[src/rtl/core/assert_macros.svh]
// assertion macros, included by the top level rtl file
`ifndef ASSERT_MACROS_SVH
`define ASSERT_MACROS_SVH

// property must hold at every rising clock edge outside reset
`define ASSERT_ON_CLK(lbl, clk, rst_n, prop) \
  lbl: assert property (@(posedge clk) disable iff (!rst_n) (prop)) \
    else $error("assertion failed");

// condition must never be seen at a rising clock edge outside reset
`define ASSERT_NEVER(lbl, clk, rst_n, cond) \
  lbl: assert property (@(posedge clk) disable iff (!rst_n) !(cond)) \
    else $error("forbidden condition seen");

`endif

[src/rtl/core/itra_pkg.sv]
// package: sizes, control structs and the digit to ascii mapping
`default_nettype none

package itra_pkg;

  // number of value bits that are converted
  localparam int VALUE_WIDTH = 32;
  // width of the value port
  localparam int VALUE_PORT_W = 32;
  // decimal digits of the largest value: floor(w * log10(2)) + 1
  localparam int DEC_DIGITS = (VALUE_WIDTH * 1233) / 4096 + 1;
  localparam int HEX_DIGITS = (VALUE_WIDTH + 3) / 4;
  // digit shift register, wide enough for the bcd form
  localparam int SR_W = 4 * DEC_DIGITS;
  localparam int BIN_SHIFT = SR_W - VALUE_WIDTH;
  localparam int HEX_SHIFT = SR_W - 4 * HEX_DIGITS;
  // counter holding up to VALUE_WIDTH
  localparam int CNT_W = $clog2(VALUE_WIDTH + 1);
  localparam int CHAR_W = 7;

  localparam logic [CHAR_W-1:0] ASCII_ZERO = 7'd48;
  localparam logic [CHAR_W-1:0] ASCII_PAST_NINE = 7'd58;
  localparam logic [CHAR_W-1:0] LETTER_GAP = 7'd7;

  // base select codes, bit 1 wins over bit 0
  localparam int SEL_HEX_BIT = 1;
  localparam int SEL_DEC_BIT = 0;

  // load request from the controller to the digit emitter
  typedef struct packed {
    logic             load;
    logic             wide;
    logic [CNT_W-1:0] count;
  } emit_ctrl_t;

  // emitter status back to the controller
  typedef struct packed {
    logic busy;
  } emit_stat_t;

  // digit value to ascii character
  function automatic logic [CHAR_W-1:0] digit_to_ascii(input logic [3:0] d);
    logic [CHAR_W-1:0] c;
    c = {3'b000, d} + ASCII_ZERO;
    if (c >= ASCII_PAST_NINE) begin
      c = c + LETTER_GAP;
    end
    return c;
  endfunction

endpackage

`default_nettype wire

[src/rtl/core/itra_dabble.sv]
// bit serial binary to bcd converter (shift and add three)
`default_nettype none

module itra_dabble (
  input  logic                         clk_i,
  input  logic                         rst_ni,
  input  logic                         start_i,
  input  logic [itra_pkg::VALUE_WIDTH-1:0] value_i,
  output logic [itra_pkg::SR_W-1:0]    bcd_o,
  output logic                         done_o
);
  import itra_pkg::*;

  logic [VALUE_WIDTH-1:0] bin_q;
  logic [SR_W-1:0]        bcd_q;
  logic [SR_W-1:0]        adj;
  logic [CNT_W-1:0]       cnt_q;
  logic                   run_q;
  logic                   done_q;

  // add three to every bcd digit of five or more
  always_comb begin
    for (int i = 0; i < DEC_DIGITS; i++) begin
      if (bcd_q[4*i +: 4] >= 4'd5) begin
        adj[4*i +: 4] = bcd_q[4*i +: 4] + 4'd3;
      end else begin
        adj[4*i +: 4] = bcd_q[4*i +: 4];
      end
    end
  end

  // control: one value bit per cycle
  always_ff @(posedge clk_i or negedge rst_ni) begin
    if (!rst_ni) begin
      run_q  <= 1'b0;
      cnt_q  <= '0;
      done_q <= 1'b0;
    end else begin
      done_q <= run_q && (cnt_q == CNT_W'(1));
      if (start_i) begin
        run_q <= 1'b1;
        cnt_q <= CNT_W'(VALUE_WIDTH);
      end else if (run_q) begin
        cnt_q <= cnt_q - CNT_W'(1);
        if (cnt_q == CNT_W'(1)) begin
          run_q <= 1'b0;
        end
      end
    end
  end

  // datapath: shift value msb into the bcd register
  always_ff @(posedge clk_i) begin
    if (start_i) begin
      bin_q <= value_i;
      bcd_q <= '0;
    end else if (run_q) begin
      bcd_q <= {adj[SR_W-2:0], bin_q[VALUE_WIDTH-1]};
      bin_q <= {bin_q[VALUE_WIDTH-2:0], 1'b0};
    end
  end

  assign bcd_o  = bcd_q;
  assign done_o = done_q;

endmodule

`default_nettype wire

[src/rtl/core/itra_emit.sv]
// digit emitter: shifts digits out msb first, drops leading zeros
`default_nettype none

module itra_emit (
  input  logic                            clk_i,
  input  logic                            rst_ni,
  input  itra_pkg::emit_ctrl_t            ctrl_i,
  input  logic [itra_pkg::SR_W-1:0]       data_i,
  output itra_pkg::emit_stat_t            stat_o,
  output logic                            strobe_o,
  output logic [itra_pkg::CHAR_W-1:0]     digit_char_o,
  output logic                            last_o
);
  import itra_pkg::*;

  logic [SR_W-1:0]   sr_q;
  logic              wide_q;
  logic [CNT_W-1:0]  cnt_q;
  logic              seen_q;
  logic              run_q;
  logic              strobe_q;
  logic [CHAR_W-1:0] char_q;
  logic              last_q;
  logic [3:0]        digit;
  logic              is_last;
  logic              emit;

  // current digit at the top of the shift register
  always_comb begin
    if (wide_q) begin
      digit = sr_q[SR_W-1 -: 4];
    end else begin
      digit = {3'b000, sr_q[SR_W-1]};
    end
    is_last = (cnt_q == CNT_W'(1));
    emit    = seen_q || (digit != 4'd0) || is_last;
  end

  // control and result strobe
  always_ff @(posedge clk_i or negedge rst_ni) begin
    if (!rst_ni) begin
      run_q    <= 1'b0;
      cnt_q    <= '0;
      seen_q   <= 1'b0;
      strobe_q <= 1'b0;
    end else if (ctrl_i.load) begin
      run_q    <= 1'b1;
      cnt_q    <= ctrl_i.count;
      seen_q   <= 1'b0;
      strobe_q <= 1'b0;
    end else if (run_q) begin
      strobe_q <= emit;
      seen_q   <= emit;
      cnt_q    <= cnt_q - CNT_W'(1);
      if (is_last) begin
        run_q <= 1'b0;
      end
    end else begin
      strobe_q <= 1'b0;
    end
  end

  // digit shift register and result payload
  always_ff @(posedge clk_i) begin
    if (ctrl_i.load) begin
      sr_q   <= data_i;
      wide_q <= ctrl_i.wide;
    end else if (run_q) begin
      char_q <= digit_to_ascii(digit);
      last_q <= is_last;
      if (wide_q) begin
        sr_q <= {sr_q[SR_W-5:0], 4'b0000};
      end else begin
        sr_q <= {sr_q[SR_W-2:0], 1'b0};
      end
    end
  end

  assign stat_o.busy  = run_q;
  assign strobe_o     = strobe_q;
  assign digit_char_o = char_q;
  assign last_o       = last_q;

endmodule

`default_nettype wire

[src/rtl/core/integer_to_radix_ascii_top.sv]
// top level: integer to ascii digits in base 2, 10 or 16
//
//   channel   handshake             payload
//   request   start_i / busy_o      value_i, base_select_i
//   result    strobe_o (one cycle)  digit_char_o, last_o
//
// binary and hex: one bit or hex digit per emit cycle
// decimal: the dabble unit runs shift-and-add-three over the value bits, then
// the bcd result is loaded into the emitter, which sends one digit per cycle
// leading zeros are shifted through like other digits but raise no strobe
// a new request is taken only once the last one has been emitted; reset clears
// the controller and the control flops of both units; the receiver cannot stall
`default_nettype none

module integer_to_radix_ascii_top (
  input  logic                              clk_i,
  input  logic                              rst_ni,
  input  logic                              start_i,
  output logic                              busy_o,
  input  logic [itra_pkg::VALUE_PORT_W-1:0] value_i,
  input  logic [1:0]                        base_select_i,
  output logic                              strobe_o,
  output logic [itra_pkg::CHAR_W-1:0]       digit_char_o,
  output logic                              last_o
);
  import itra_pkg::*;

`include "assert_macros.svh"

  typedef enum logic [1:0] {
    ST_IDLE,
    ST_DABBLE,
    ST_EMIT
  } state_e;

  state_e                 state_q;
  state_e                 state_d;
  logic                   accept;
  logic                   dab_start;
  logic                   dab_done;
  logic [SR_W-1:0]        bcd;
  logic [VALUE_WIDTH-1:0] value_m;
  logic [SR_W-1:0]        load_data;
  emit_ctrl_t             ectrl;
  emit_stat_t             estat;
  logic                   char_ok;

  assign accept  = start_i && (state_q == ST_IDLE);
  assign value_m = value_i[VALUE_WIDTH-1:0];

  // request decode and emitter load selection
  always_comb begin
    state_d     = state_q;
    dab_start   = 1'b0;
    ectrl.load  = 1'b0;
    ectrl.wide  = 1'b0;
    ectrl.count = CNT_W'(VALUE_WIDTH);
    load_data   = SR_W'(value_m) << BIN_SHIFT;
    unique case (state_q)
      ST_IDLE: begin
        if (start_i) begin
          if (base_select_i[SEL_HEX_BIT]) begin
            ectrl.load  = 1'b1;
            ectrl.wide  = 1'b1;
            ectrl.count = CNT_W'(HEX_DIGITS);
            load_data   = SR_W'(value_m) << HEX_SHIFT;
            state_d     = ST_EMIT;
          end else if (base_select_i[SEL_DEC_BIT]) begin
            dab_start = 1'b1;
            state_d   = ST_DABBLE;
          end else begin
            ectrl.load = 1'b1;
            state_d    = ST_EMIT;
          end
        end
      end
      ST_DABBLE: begin
        if (dab_done) begin
          ectrl.load  = 1'b1;
          ectrl.wide  = 1'b1;
          ectrl.count = CNT_W'(DEC_DIGITS);
          load_data   = bcd;
          state_d     = ST_EMIT;
        end
      end
      ST_EMIT: begin
        if (!estat.busy) begin
          state_d = ST_IDLE;
        end
      end
      default: begin
        state_d = ST_IDLE;
      end
    endcase
  end

  // controller state
  always_ff @(posedge clk_i or negedge rst_ni) begin
    if (!rst_ni) begin
      state_q <= ST_IDLE;
    end else begin
      state_q <= state_d;
    end
  end

  assign busy_o = (state_q != ST_IDLE);

  // binary to bcd for decimal requests
  itra_dabble u_dabble (
    .clk_i   (clk_i),
    .rst_ni  (rst_ni),
    .start_i (dab_start),
    .value_i (value_m),
    .bcd_o   (bcd),
    .done_o  (dab_done)
  );

  // digit serializer
  itra_emit u_emit (
    .clk_i        (clk_i),
    .rst_ni       (rst_ni),
    .ctrl_i       (ectrl),
    .data_i       (load_data),
    .stat_o       (estat),
    .strobe_o     (strobe_o),
    .digit_char_o (digit_char_o),
    .last_o       (last_o)
  );

  // result character is a decimal digit or an upper case hex letter
  assign char_ok = ((digit_char_o >= ASCII_ZERO) && (digit_char_o < ASCII_PAST_NINE)) ||
                   ((digit_char_o >= ASCII_PAST_NINE + LETTER_GAP) &&
                    (digit_char_o < ASCII_PAST_NINE + LETTER_GAP + 7'd6));

  // checks
  `ASSERT_ON_CLK(a_accept_busy, clk_i, rst_ni, accept |=> busy_o)
  `ASSERT_ON_CLK(a_idle_strobe_last, clk_i, rst_ni, (!busy_o && strobe_o) |-> last_o)
  `ASSERT_ON_CLK(a_last_gap, clk_i, rst_ni, (strobe_o && last_o) |=> !strobe_o)
  `ASSERT_ON_CLK(a_char_range, clk_i, rst_ni, strobe_o |-> char_ok)
  `ASSERT_NEVER(a_emit_in_dabble, clk_i, rst_ni, (state_q == ST_DABBLE) && estat.busy)

endmodule

`default_nettype wire

[config.mk]
export PLATFORM = sky130hd
export DESIGN_NAME = integer_to_radix_ascii_top
export DESIGN_NICKNAME = d
export VERILOG_FILES = /design/src/rtl/core/itra_pkg.sv /design/src/rtl/core/itra_dabble.sv /design/src/rtl/core/itra_emit.sv /design/src/rtl/core/integer_to_radix_ascii_top.sv
export VERILOG_INCLUDE_DIRS = /design/src /design/src/rtl/core
export SDC_FILE = /design/constraint.sdc
export NUM_CORES = 1
export LEC_CHECK = 0
export ABC_CLOCK_PERIOD_IN_PS = 2500
export BUFFER_PORTS_ARGS = -buffer_cell sky130_fd_sc_hd__buf_4
export CORE_ASPECT_RATIO = 1.25
export CORE_MARGIN = 3
export CORE_UTILIZATION = 40
export CTS_BUF_LIST = sky130_fd_sc_hd__clkbuf_2
export CTS_CLUSTER_DIAMETER = 200
export CTS_CLUSTER_SIZE = 30
export DETAILED_ROUTE_END_ITERATION = 8
export SLEW_MARGIN = 5
export SYNTH_ARGS = -nofsm -noshare
export SYNTH_HDL_FRONTEND = slang
export SYNTH_SLANG_ARGS = --single-unit
[constraint.sdc]
create_clock -name clk_i -period 2.5 [get_ports clk_i]
set_clock_uncertainty 0.05 [all_clocks]
set_input_delay 0.125 -clock clk_i [delete_from_list [all_inputs] [get_ports clk_i]]
set_output_delay 0.125 -clock clk_i [all_outputs]
set_load 0.05 [all_outputs]
; Word-level counts from Yosys, hierarchy flattened
; Index checks and enable logic that the tools add are counted.
[totals]
register_bits = 140
latchBits = 0
ram_bits = 0
romBits = 0
in_bits = 37
out_inout_bits = 10
wordCells = 106
mem_count = 0
[op_classes]
add_sub_neg = 14
n_mul = 0
div_mod_pow = 0
order_cmp = 11
eq_ne = 7
n_shift = 0
muxes = 49
bitwise_logic = 1
n_reduce_logical = 10
[op_table]
columns = operator, n
row1 = $mux 40, 5
row2 = $mux 32, 2
row3 = $ge 4x3->1 const B, 10
row4 = $mux 4, 10
row5 = $add 4x2->4 const B, 9
row6 = $mux 6, 4
row7 = $mux 1, 16
row8 = $mux 8, 2
row9 = $pmux 8 s2, 1
row10 = $mux 7, 2
row11 = $eq 6x1->1 const B, 2
row12 = $sub 6x1->6 const B, 2
row13 = $mux 2, 5
row14 = $add 4x6->7 const B, 1
row15 = $add 7x3->7 const B, 1
row16 = $ge 7x6->1 const B, 1
row17 = $pmux 2 s3, 1
row18 = $reduce_bool 2->1, 3
row19 = $ne 2x2->1 const B, 2
row20 = $reduce_bool 4->1, 1
row21 = $add 3x2->3 const B, 1
row22 = $mux 3, 1
row23 = $reduce_and 3->1, 1
row24 = $eq 2x1->1 const B, 1
row25 = 7 further kinds, 8

; Depth between registers and ports, before layout
; Gate-level depths: netlist of run 1.
[logic_depth]
depth_word = 6
ltp_mapped = 9
depth_no_buf = 7

; Cells and area by module
; A second synthesis of run 1 with hierarchy kept.
[unflattened]
cells_unflattened = 726
area_unflattened_um2 = 7923.8
[by_module_without_submodules]
columns = mod, n_inst, cells_each, area_each_um2, seq_area_each_um2
row1 = itra_dabble, 1, 403, 4139.0, 1961.9
row2 = itra_emit, 1, 257, 3007.9, 1696.6
row3 = integer_to_radix_ascii_top, 1, 66, 777.0, 50.0

; Least setup slack after synthesis of run 1
; No wires, ideal clock.
[synth_timing]
path_kind = register -> register
start = reg state_q[0]
end = reg u_dabble.bin_q[0] (enable)
arrival_time_ns = 1.856
setup_slack_ns = 0.205
path_stages_with_launch = 6
path_buffers = 2
cell_sequence = dfrtp_1 -> buf_6 -> nor4b_4 -> nand2_2 -> buf_2 -> nand2_1
[synth_between]
elab_chain_cells = 3
[synth_rtl]
columns = element, line
row1 = from (decl), integer_to_radix_ascii_top.sv:36  ; state_e state_q;
row2 = from (signal assigned), integer_to_radix_ascii_top.sv:102  ; state_q <= state_d;
row3 = $logic_not 2->1, integer_to_radix_ascii_top.sv:59  ; unique case (state_q)
row4 = $mux 1, integer_to_radix_ascii_top.sv:59
row5 = $reduce_bool 2->1 (no source line), n/a
row6 = to (signal assigned), itra_dabble.sv:55  ; bin_q <= value_i;
row7 = to (signal assigned), itra_dabble.sv:59  ; bin_q <= {bin_q[VALUE_WIDTH-2:0], 1'b0};
row8 = to (decl), itra_dabble.sv:14  ; logic [VALUE_WIDTH-1:0] bin_q;
; No other way between the ends.
; A chain may end at the register's enable or synchronous reset.

; Worst setup path in the final report of run 1
[layout_timing]
start = reg state_q[0]
end = reg u_dabble.bin_q[31], data pin
[layout_between]
elab_chain_cells = 3
[layout_rtl]
columns = element, line
row1 = $logic_not 2->1, integer_to_radix_ascii_top.sv:59
row2 = $mux 1, integer_to_radix_ascii_top.sv:59
row3 = $mux 32, itra_dabble.sv:54  ; if (start_i) begin
; No other way between the ends.

==> results of run 1 <==
-- synth_stat cells (10+ instances only) --
cell type  number
clkbuf_1       16
buf_2          15
a211oi_1       12
dfrtp_1        19
xnor2_1        15
inv_1          33
ha_1           27
nor3b_1        10
a21oi_1        33
o21ai_0        70
nand2_1       171
mux2_2         33
mux2i_1        36
a31oi_1        11
edfxtp_1       81
nand2b_1       14
nor2_1         30
dfxtp_1        40
or3_1          10
nand3_1        37
-- metal layers --
| metal | GRT usage | vias to the layer above | wire length [µm] | share of wire |
|---|---|---|---|---|
| met5 | 0 | - | 0 | 0 |
| met2 | 0.3061 | 138 | 8809 | 0.51 |
| met1 | 0.2153 | 2804 | 7609 | 0.44 |
| met4 | 0.06438 | 0 | 315 | 0.018 |
| met3 | 0.03982 | 26 | 625 | 0.036 |
| li1 | - | 2845 | - | - |
-- repair_timing --
action,in CTS,in global routing
buffers inserted,0,2
setup endpoints to repair,0,6
gates resized for setup,0,1
hold endpoints to repair,115,0
hold buffers,54,0
-- logic make-up after synthesis --
| group | after synthesis | share of synthesized area |
|---|---|---|
| adder cells (fa/ha/maj) | 27 | 0.04578 |
| buffers and inverters | 75 | 0.04832 |
| AND/OR/NAND/NOR | 294 | 0.1787 |
| multiplexers | 69 | 0.09919 |
| AO/OA/AOI/OAI | 138 | 0.1041 |
| flip-flops | 140 | 0.5025 |
| XOR/XNOR | 18 | 0.02136 |
-- worst max-delay path, delay by kind of cell (launching register included) --
kind,cells,cell delay [ns]
buffers and inverters,2,0.75
and+or+nand+nor,4,0.93
DFF,1,0.53
-- state kept, by name (all words and copies together), names as in the netlist, 2 cells and up --
register,count
state_q,2
u_dabble.cnt_q,6
u_dabble.bcd_o,40
u_emit.sr_q,40
u_dabble.bin_q,32
u_emit.digit_char_o,7
u_emit.cnt_q,6
-- where the power goes --
part           internal, W  total (W)  leakage (nW)  switching [W]
Sequential         0.00383    0.00472          1.43       0.000886
Combinational      0.00198    0.00431          2.19        0.00234
Clock             0.000334    0.00112         0.117       0.000785
Total              0.00614     0.0102          3.73        0.00401
-- per-stage QoR --
stage	util	instances	hold slack [ns]
floorplan	-	761	-0.2206
global placement	0.4475	1004	-0.02892
detailed placement	0.4475	1004	-0.02449
CTS	0.4880	1090	0.09152
global route	0.4896	1094	0.09428
finish	0.4896	1094	0.1733
-- path summary, 6_finish.rpt --
path	from	end	slack (ns)
worst max register to register	state_q[0]$_DFFE_PN0P_	u_dabble.bin_q[31]$_DFFE_PP_	0.10
worst min-delay path	value_i[15]	u_dabble.bin_q[15]$_DFFE_PP_	0.17
worst min register to register	u_dabble.bcd_o[39]$_SDFFE_PP0P_	u_dabble.bcd_o[39]$_SDFFE_PP0P_	0.47
worst max-delay path	state_q[0]$_DFFE_PN0P_	u_dabble.bin_q[31]$_DFFE_PP_	0.10
max in group asynchronous	rst_ni	u_emit.strobe_o$_DFF_PN0_	1.28
min in group asynchronous	rst_ni	u_dabble.done_o$_DFF_PN0_	0.54
-- area by class of cell --
class / instances / area (µm²)
Fill cell: 1626 / 9069
Antenna cell: 1 / 2.502
Tap cell: 224 / 280.3
Timing Repair Buffer: 116 / 1069
Inverter: 34 / 127.6
Clock inverter: 13 / 82.58
Multi-Input combinational cell: 547 / 3336
Sequential cell: 140 / 3709
Clock buffer: 19 / 95.09
==> results summary, run 1 <==
The run finished with clean final reports. The number of cells traversed by the worst register-to-register path came out at 6. The number of detailed-route iterations in the first pass came out at 5.

The critical path in this run is classified as reg2reg. The max-slew violation count came out at 0. The kind of end point of the critical path is a flop. The design area came out at 8701 µm². The synthesis-stage register bit count came out at 140. The placed wire-length estimate after detailed placement is 11.61 mm. The area fraction of the dominant cell type after synthesis came out at 0.3296. The worst setup path is launched from a flop. The minimum setup slack in the final design is 0.1007 ns. The area growth from synthesis to final layout is 17.90%. The data required time of the worst path is 3.03 ns. The first global-routing pass estimated 28.43 mm of wire.

For this configuration, the core starts out at a cell density of 0.4153. The residual antenna-violating net count after detailed routing came out at 0. After clock tree synthesis, the clock-pin slew on the worst setup and hold paths is 0.19 ns. The count of endpoints failing setup in the final report is 0. The number of distinct library cells after synthesis is 46. In this run the number of H-tree levels came out at 4. After the first detailed-routing iteration, the DRC count stood at 373. In the layout the commonest cells are 171 x nand2_1, 81 x edfxtp_1, 70 x o21ai_0.

The initial antenna violation count came out at 1. The clock network latency to the later pin of the worst-skew pair came out at 0.72 ns. The most numerous cell type found on the critical path is nand2_1.

The largest single stage delay on the critical path is 0.56 ns. Traced cell by cell, the critical path runs through nor4b_4 > and2_4 > buf_12 > nand2_1 > nand2_1 > dlygate4sd3_1. The clock tree from TritonCTS is yes. 47 I/O pins were placed.

The total vias in the final route is 5813. Of all nets on the critical path, the largest fanout is 26. The average wire per standard cell is 15.87 µm. The routability congestion estimate is 0.8448. Subtracting the final worst setup slack from the clock period gives 2.399 ns.

For this design, the slowest cell found on the critical path is dlygate4sd3_1. The share of the Yosys chip area taken by registers is 0.5025. The via count of the first global-routing pass was 5837. The post-layout net count came out at 920. The total count of hold-check failures in the final report came out at 0. The DRC violation count after routing came out at 0.

The data arrival time of the critical path is 2.93 ns. The synthesized netlist occupies a cell area of 7380 µm². The number of rows in the core area came out at 54. The number of clock buffers added by TritonCTS is 17. The total of buffers placed on input and output ports is 46.

For this run, the top clock speed supported by timing is 0.4168 GHz. The total power after layout came out at 0.01015 W. The aggregate routed wire length is 17.36 mm. Dividing the detail-routed via count by the number of cells gives 5.314. Summed over all failing endpoints, the final setup total negative slack is 0 ns.

The static power due to leakage came out at 3.733 nW. The horizontal die dimension is 127.5 µm. The ratio of final minimum period to clock period came out at 0.9597. The class of the worst hold path is in2reg. The leading area contributor after synthesis is edfxtp_1. Once placement finished, the instance area stood at 7953 µm².

The area enclosed by the die boundary came out at 20120 µm². The vertical die dimension came out at 157.9 µm. The hold-critical path depth came out at 4.

The sink count of the clock tree came out at 140. After synthesis, the cell types taking the most area are edfxtp_1 33%, dfxtp_1 11%, nand2_1 8.7%. The count of flip-flops with a built-in enable after synthesis is 81. The most used flip-flop cell after synthesis is edfxtp_1. The core area came out at 17770 µm². The normalized max-slew margin is 0.3845. The overall global routing resource usage is 0.1766.

The number of warning messages in the yosys log came out at 0. The pin slew with the least headroom to its limit came out at 0.9202 ns. The total congestion overflow after global routing is 0. The worst-case setup slack after placement is 0.4695 ns. The total power density per cell area came out at 1167 nW/µm². The tree is rooted in a clkbuf_2. The highest ir drop seen on vdd is 417.7 µV. Of the cells placed in the final design, the portion with a size suffix greater than 1 is 0.1473. The maximum count of clock buffers along a single path is 2. The largest net degree at the start of global routing is 57. Setup repair after global routing left no endpoint under its margin. Counting every instance in the synthesized netlist gives 761.

Counting flops with an async set or reset pin after synthesis yields a share of 0.1357. The net count of the mapped netlist came out at 825. The count of max-cap constraint violations is 0. Dividing the synthesized area by the synthesized cell count gives 9.697 µm². Leaving out fill and tap cells, the most frequent cell in the layout is nand2_1.
Power figures use the tool's default switching activity.
==> run 2: changes to the inputs <==
--- a/config.mk
+++ b/config.mk
@@ -8,6 +8,7 @@
 export LEC_CHECK = 0
 export ABC_CLOCK_PERIOD_IN_PS = 2500
 export BUFFER_PORTS_ARGS = -buffer_cell sky130_fd_sc_hd__buf_4
+export CAP_MARGIN = 20
 export CORE_ASPECT_RATIO = 1.25
 export CORE_MARGIN = 3
 export CORE_UTILIZATION = 40
@@ -15,7 +16,8 @@
 export CTS_CLUSTER_DIAMETER = 200
 export CTS_CLUSTER_SIZE = 30
 export DETAILED_ROUTE_END_ITERATION = 8
-export SLEW_MARGIN = 5
+export SETUP_SLACK_MARGIN = 0.15
+export SLEW_MARGIN = 0
 export SYNTH_ARGS = -nofsm -noshare
 export SYNTH_HDL_FRONTEND = slang
 export SYNTH_SLANG_ARGS = --single-unit
==> run 2 against run 1 <==
Effect of this change: worst hold slack about the same; final area is 0.75% lower; sequential power about the same; combinational power decreased by 2%; die area unchanged; utilization is 0.37 points lower; critical path depth down 1.
==> results summary, run 2 (synthesis gave the netlist of run 1 again) <==
Compared with the post-synthesis result, the final layout area differs by 17.02%. The worst hold path terminates at u_dabble.bin_q[15]$_DFFE_PP_. The initial antenna violation count came out at 1. The aggregate routed wire length is 17.29 mm. The layout cell share with drive strength beyond 1 is 0.1483. The horizontal die dimension is 127.5 µm. Of all nets on the critical path, the largest fanout is 15. The maximum level of the CTS H-tree came out at 4. Across the VDD grid, the largest voltage drop is 413.5 µV. Leaving out fill and tap cells, the most frequent cell in the layout is nand2_1.

Once the clock tree was built, the resizer swapped 0 gates to a different size. The residual antenna-violating net count after detailed routing is 0. In this run the critical register-to-register path is captured at u_dabble.bin_q[6]$_DFFE_PP_. The ratio of final minimum period to clock period came out at 0.8893.

The post-layout net count came out at 914. After detailed routing, the number of remaining DRC violations is 0. The clock period minus final worst setup slack came out at 2.223 ns. The first-pass GRT wire length is 28.30 mm. The max-slew violation count came out at 0.

Prior to clock tree synthesis, the placed netlist has a worst setup slack of 0.4695 ns. In the layout the commonest cells are 171 x nand2_1, 81 x edfxtp_1, 70 x o21ai_0. The class of the worst hold path is in2reg. The minimum setup slack in the final design is 0.2767 ns. The detailed router finished its first iteration with 344 violations. The total power density per cell area is 1166 nW/µm².

The core area came out at 17770 µm². The total count of hold-check failures in the final report was 0. The setup TNS came out at 0 ns. The normalized max-slew margin came out at 0.3744.

The placed wire-length estimate after detailed placement came out at 11.61 mm. The vertical die dimension is 157.9 µm. Before antenna repair, the detailed router went through 5 iterations. The data arrival time of the critical path came out at 2.77 ns. The startpoint of the most critical hold path is value_i[15]. The worst setup path is captured at a flop.

The top achievable clock speed is 0.4498 GHz. After clock tree synthesis, the clock-pin slew on the worst setup and hold paths is 0.19 ns. The maximum count of clock buffers along a single path came out at 2. The via count of the first global-routing pass came out at 5797. The number of cells traversed by the worst register-to-register path is 5. For the worst-skew pair, the clock arrives at the later sink with an insertion delay of 0.72 ns.

Registers take 3709 µm². The total vias in the final route is 5772. The routability congestion estimate came out at 0.8448. The sink count of the clock tree is 140. The overall global routing resource usage came out at 0.1759. The area taken by multi-input logic gates is 3331 µm². The number of CTS-inserted buffers is 17.

The starting density of the core came out at 0.4153. The data required time of the worst path is 3.04 ns. The layout has 1626 filler cells.

The routed via count divided by cell count is 5.305. The root buffer cell is clkbuf_2. The area enclosed by the die boundary came out at 20120 µm². The count of endpoints failing setup in the final report is 0. The hold-critical path depth is 4. The startpoint-to-endpoint class of the critical path is reg2reg.

Across the run, the number of max-cap violations was 0. Port buffering added 46 buffers. The static power due to leakage came out at 3.698 nW.

The clock tree from TritonCTS is yes. Setup repair after global routing left no endpoint under its margin. The pin slew with the least headroom to its limit came out at 0.9353 ns. The largest net degree at the start of global routing is 57. In this run the register-to-register setup slack is 0.28 ns. The number of top-level design ports came out at 47. The launch point of the worst reg-to-reg path is state_q[0]$_DFFE_PN0P_.

STA classifies the critical path startpoint as a flop. The run finished with clean final reports. Summed over all layers, the global routing overflow is 0. The number of rows in the core area came out at 54. In the final routed layout, each cell accounts on average for 15.89 µm.
## run 2: stage by stage
| stage | utilization | hold WS (ns) | total power, W | instances | cell area, µm² |
|---|---|---|---|---|---|
| after floorplan | - | -0.2206 | 0.007727 | 761 | 7380 |
| after global placement | 0.4475 | -0.02892 | 0.008652 | 1004 | 7953 |
| after CTS | 0.4846 | 0.09152 | 0.01011 | 1084 | 8611 |
| after detailed placement | 0.4475 | -0.02449 | 0.008911 | 1004 | 7953 |
| after global routing | 0.4860 | 0.09428 | 0.01091 | 1088 | 8636 |
| final | 0.4860 | 0.1733 | 0.01007 | 1088 | 8636 |
## run 2: worst max-delay path: stages (launching register included)
cell,delay [ns]
dfrtp_1,0.53
nor4b_4,0.44
and2_4,0.36
nand2_1,0.09
dlygate4sd3_1,0.57
nand2_1,0.06
## run 2: how the worst max path moves through the flow
| stage | startpoint | slack [ns] | to | cells past startpoint |
|---|---|---|---|---|
| floorplan | state_q[0]$_DFFE_PN0P_ | 0.20 | u_dabble.bin_q[0]$_SDFFCE_PN0P_ | 5 |
| global route | state_q[0]$_DFFE_PN0P_ | 0.20 | u_dabble.bin_q[6]$_DFFE_PP_ | 5 |
| global placement | state_q[0]$_DFFE_PN0P_ | 0.57 | u_dabble.bin_q[21]$_DFFE_PP_ | 4 |
| finish | state_q[0]$_DFFE_PN0P_ | 0.28 | u_dabble.bin_q[6]$_DFFE_PP_ | 5 |
| CTS | state_q[0]$_DFFE_PN0P_ | 0.21 | u_dabble.bin_q[23]$_DFFE_PP_ | 5 |
| detailed placement | state_q[0]$_DFFE_PN0P_ | 0.47 | u_dabble.bin_q[21]$_DFFE_PP_ | 4 |
## run 2: power by group
| group | internal, W | switching (W) |
|---|---|---|
| logic | 0.00191 | 0.00232 |
| clock network | 0.000334 | 0.000786 |
| registers | 0.00383 | 0.000887 |
## run 2: final cells by class
type	instances	share of cell area
multi-input cells	547	0.3857
repair buffers	110	0.1168
well taps	224	0.03245
diodes	1	0.0002898
clock buffers	19	0.01101
flip-flops and latches	140	0.4294
clock inverters	13	0.009562
inverters	34	0.01478
## run 2: layer usage
metal,global-route usage,wire [µm]
met1,0.2145,7592
met2,0.3046,8821
met3,0.03982,599
met4,0.06438,276
met5,0,0
## run 2: timing repair
item,CTS,global route
endpoints found under the hold margin,115,0
hold buffers,48,0
setup endpoints to repair,0,9
setup buffers,0,2
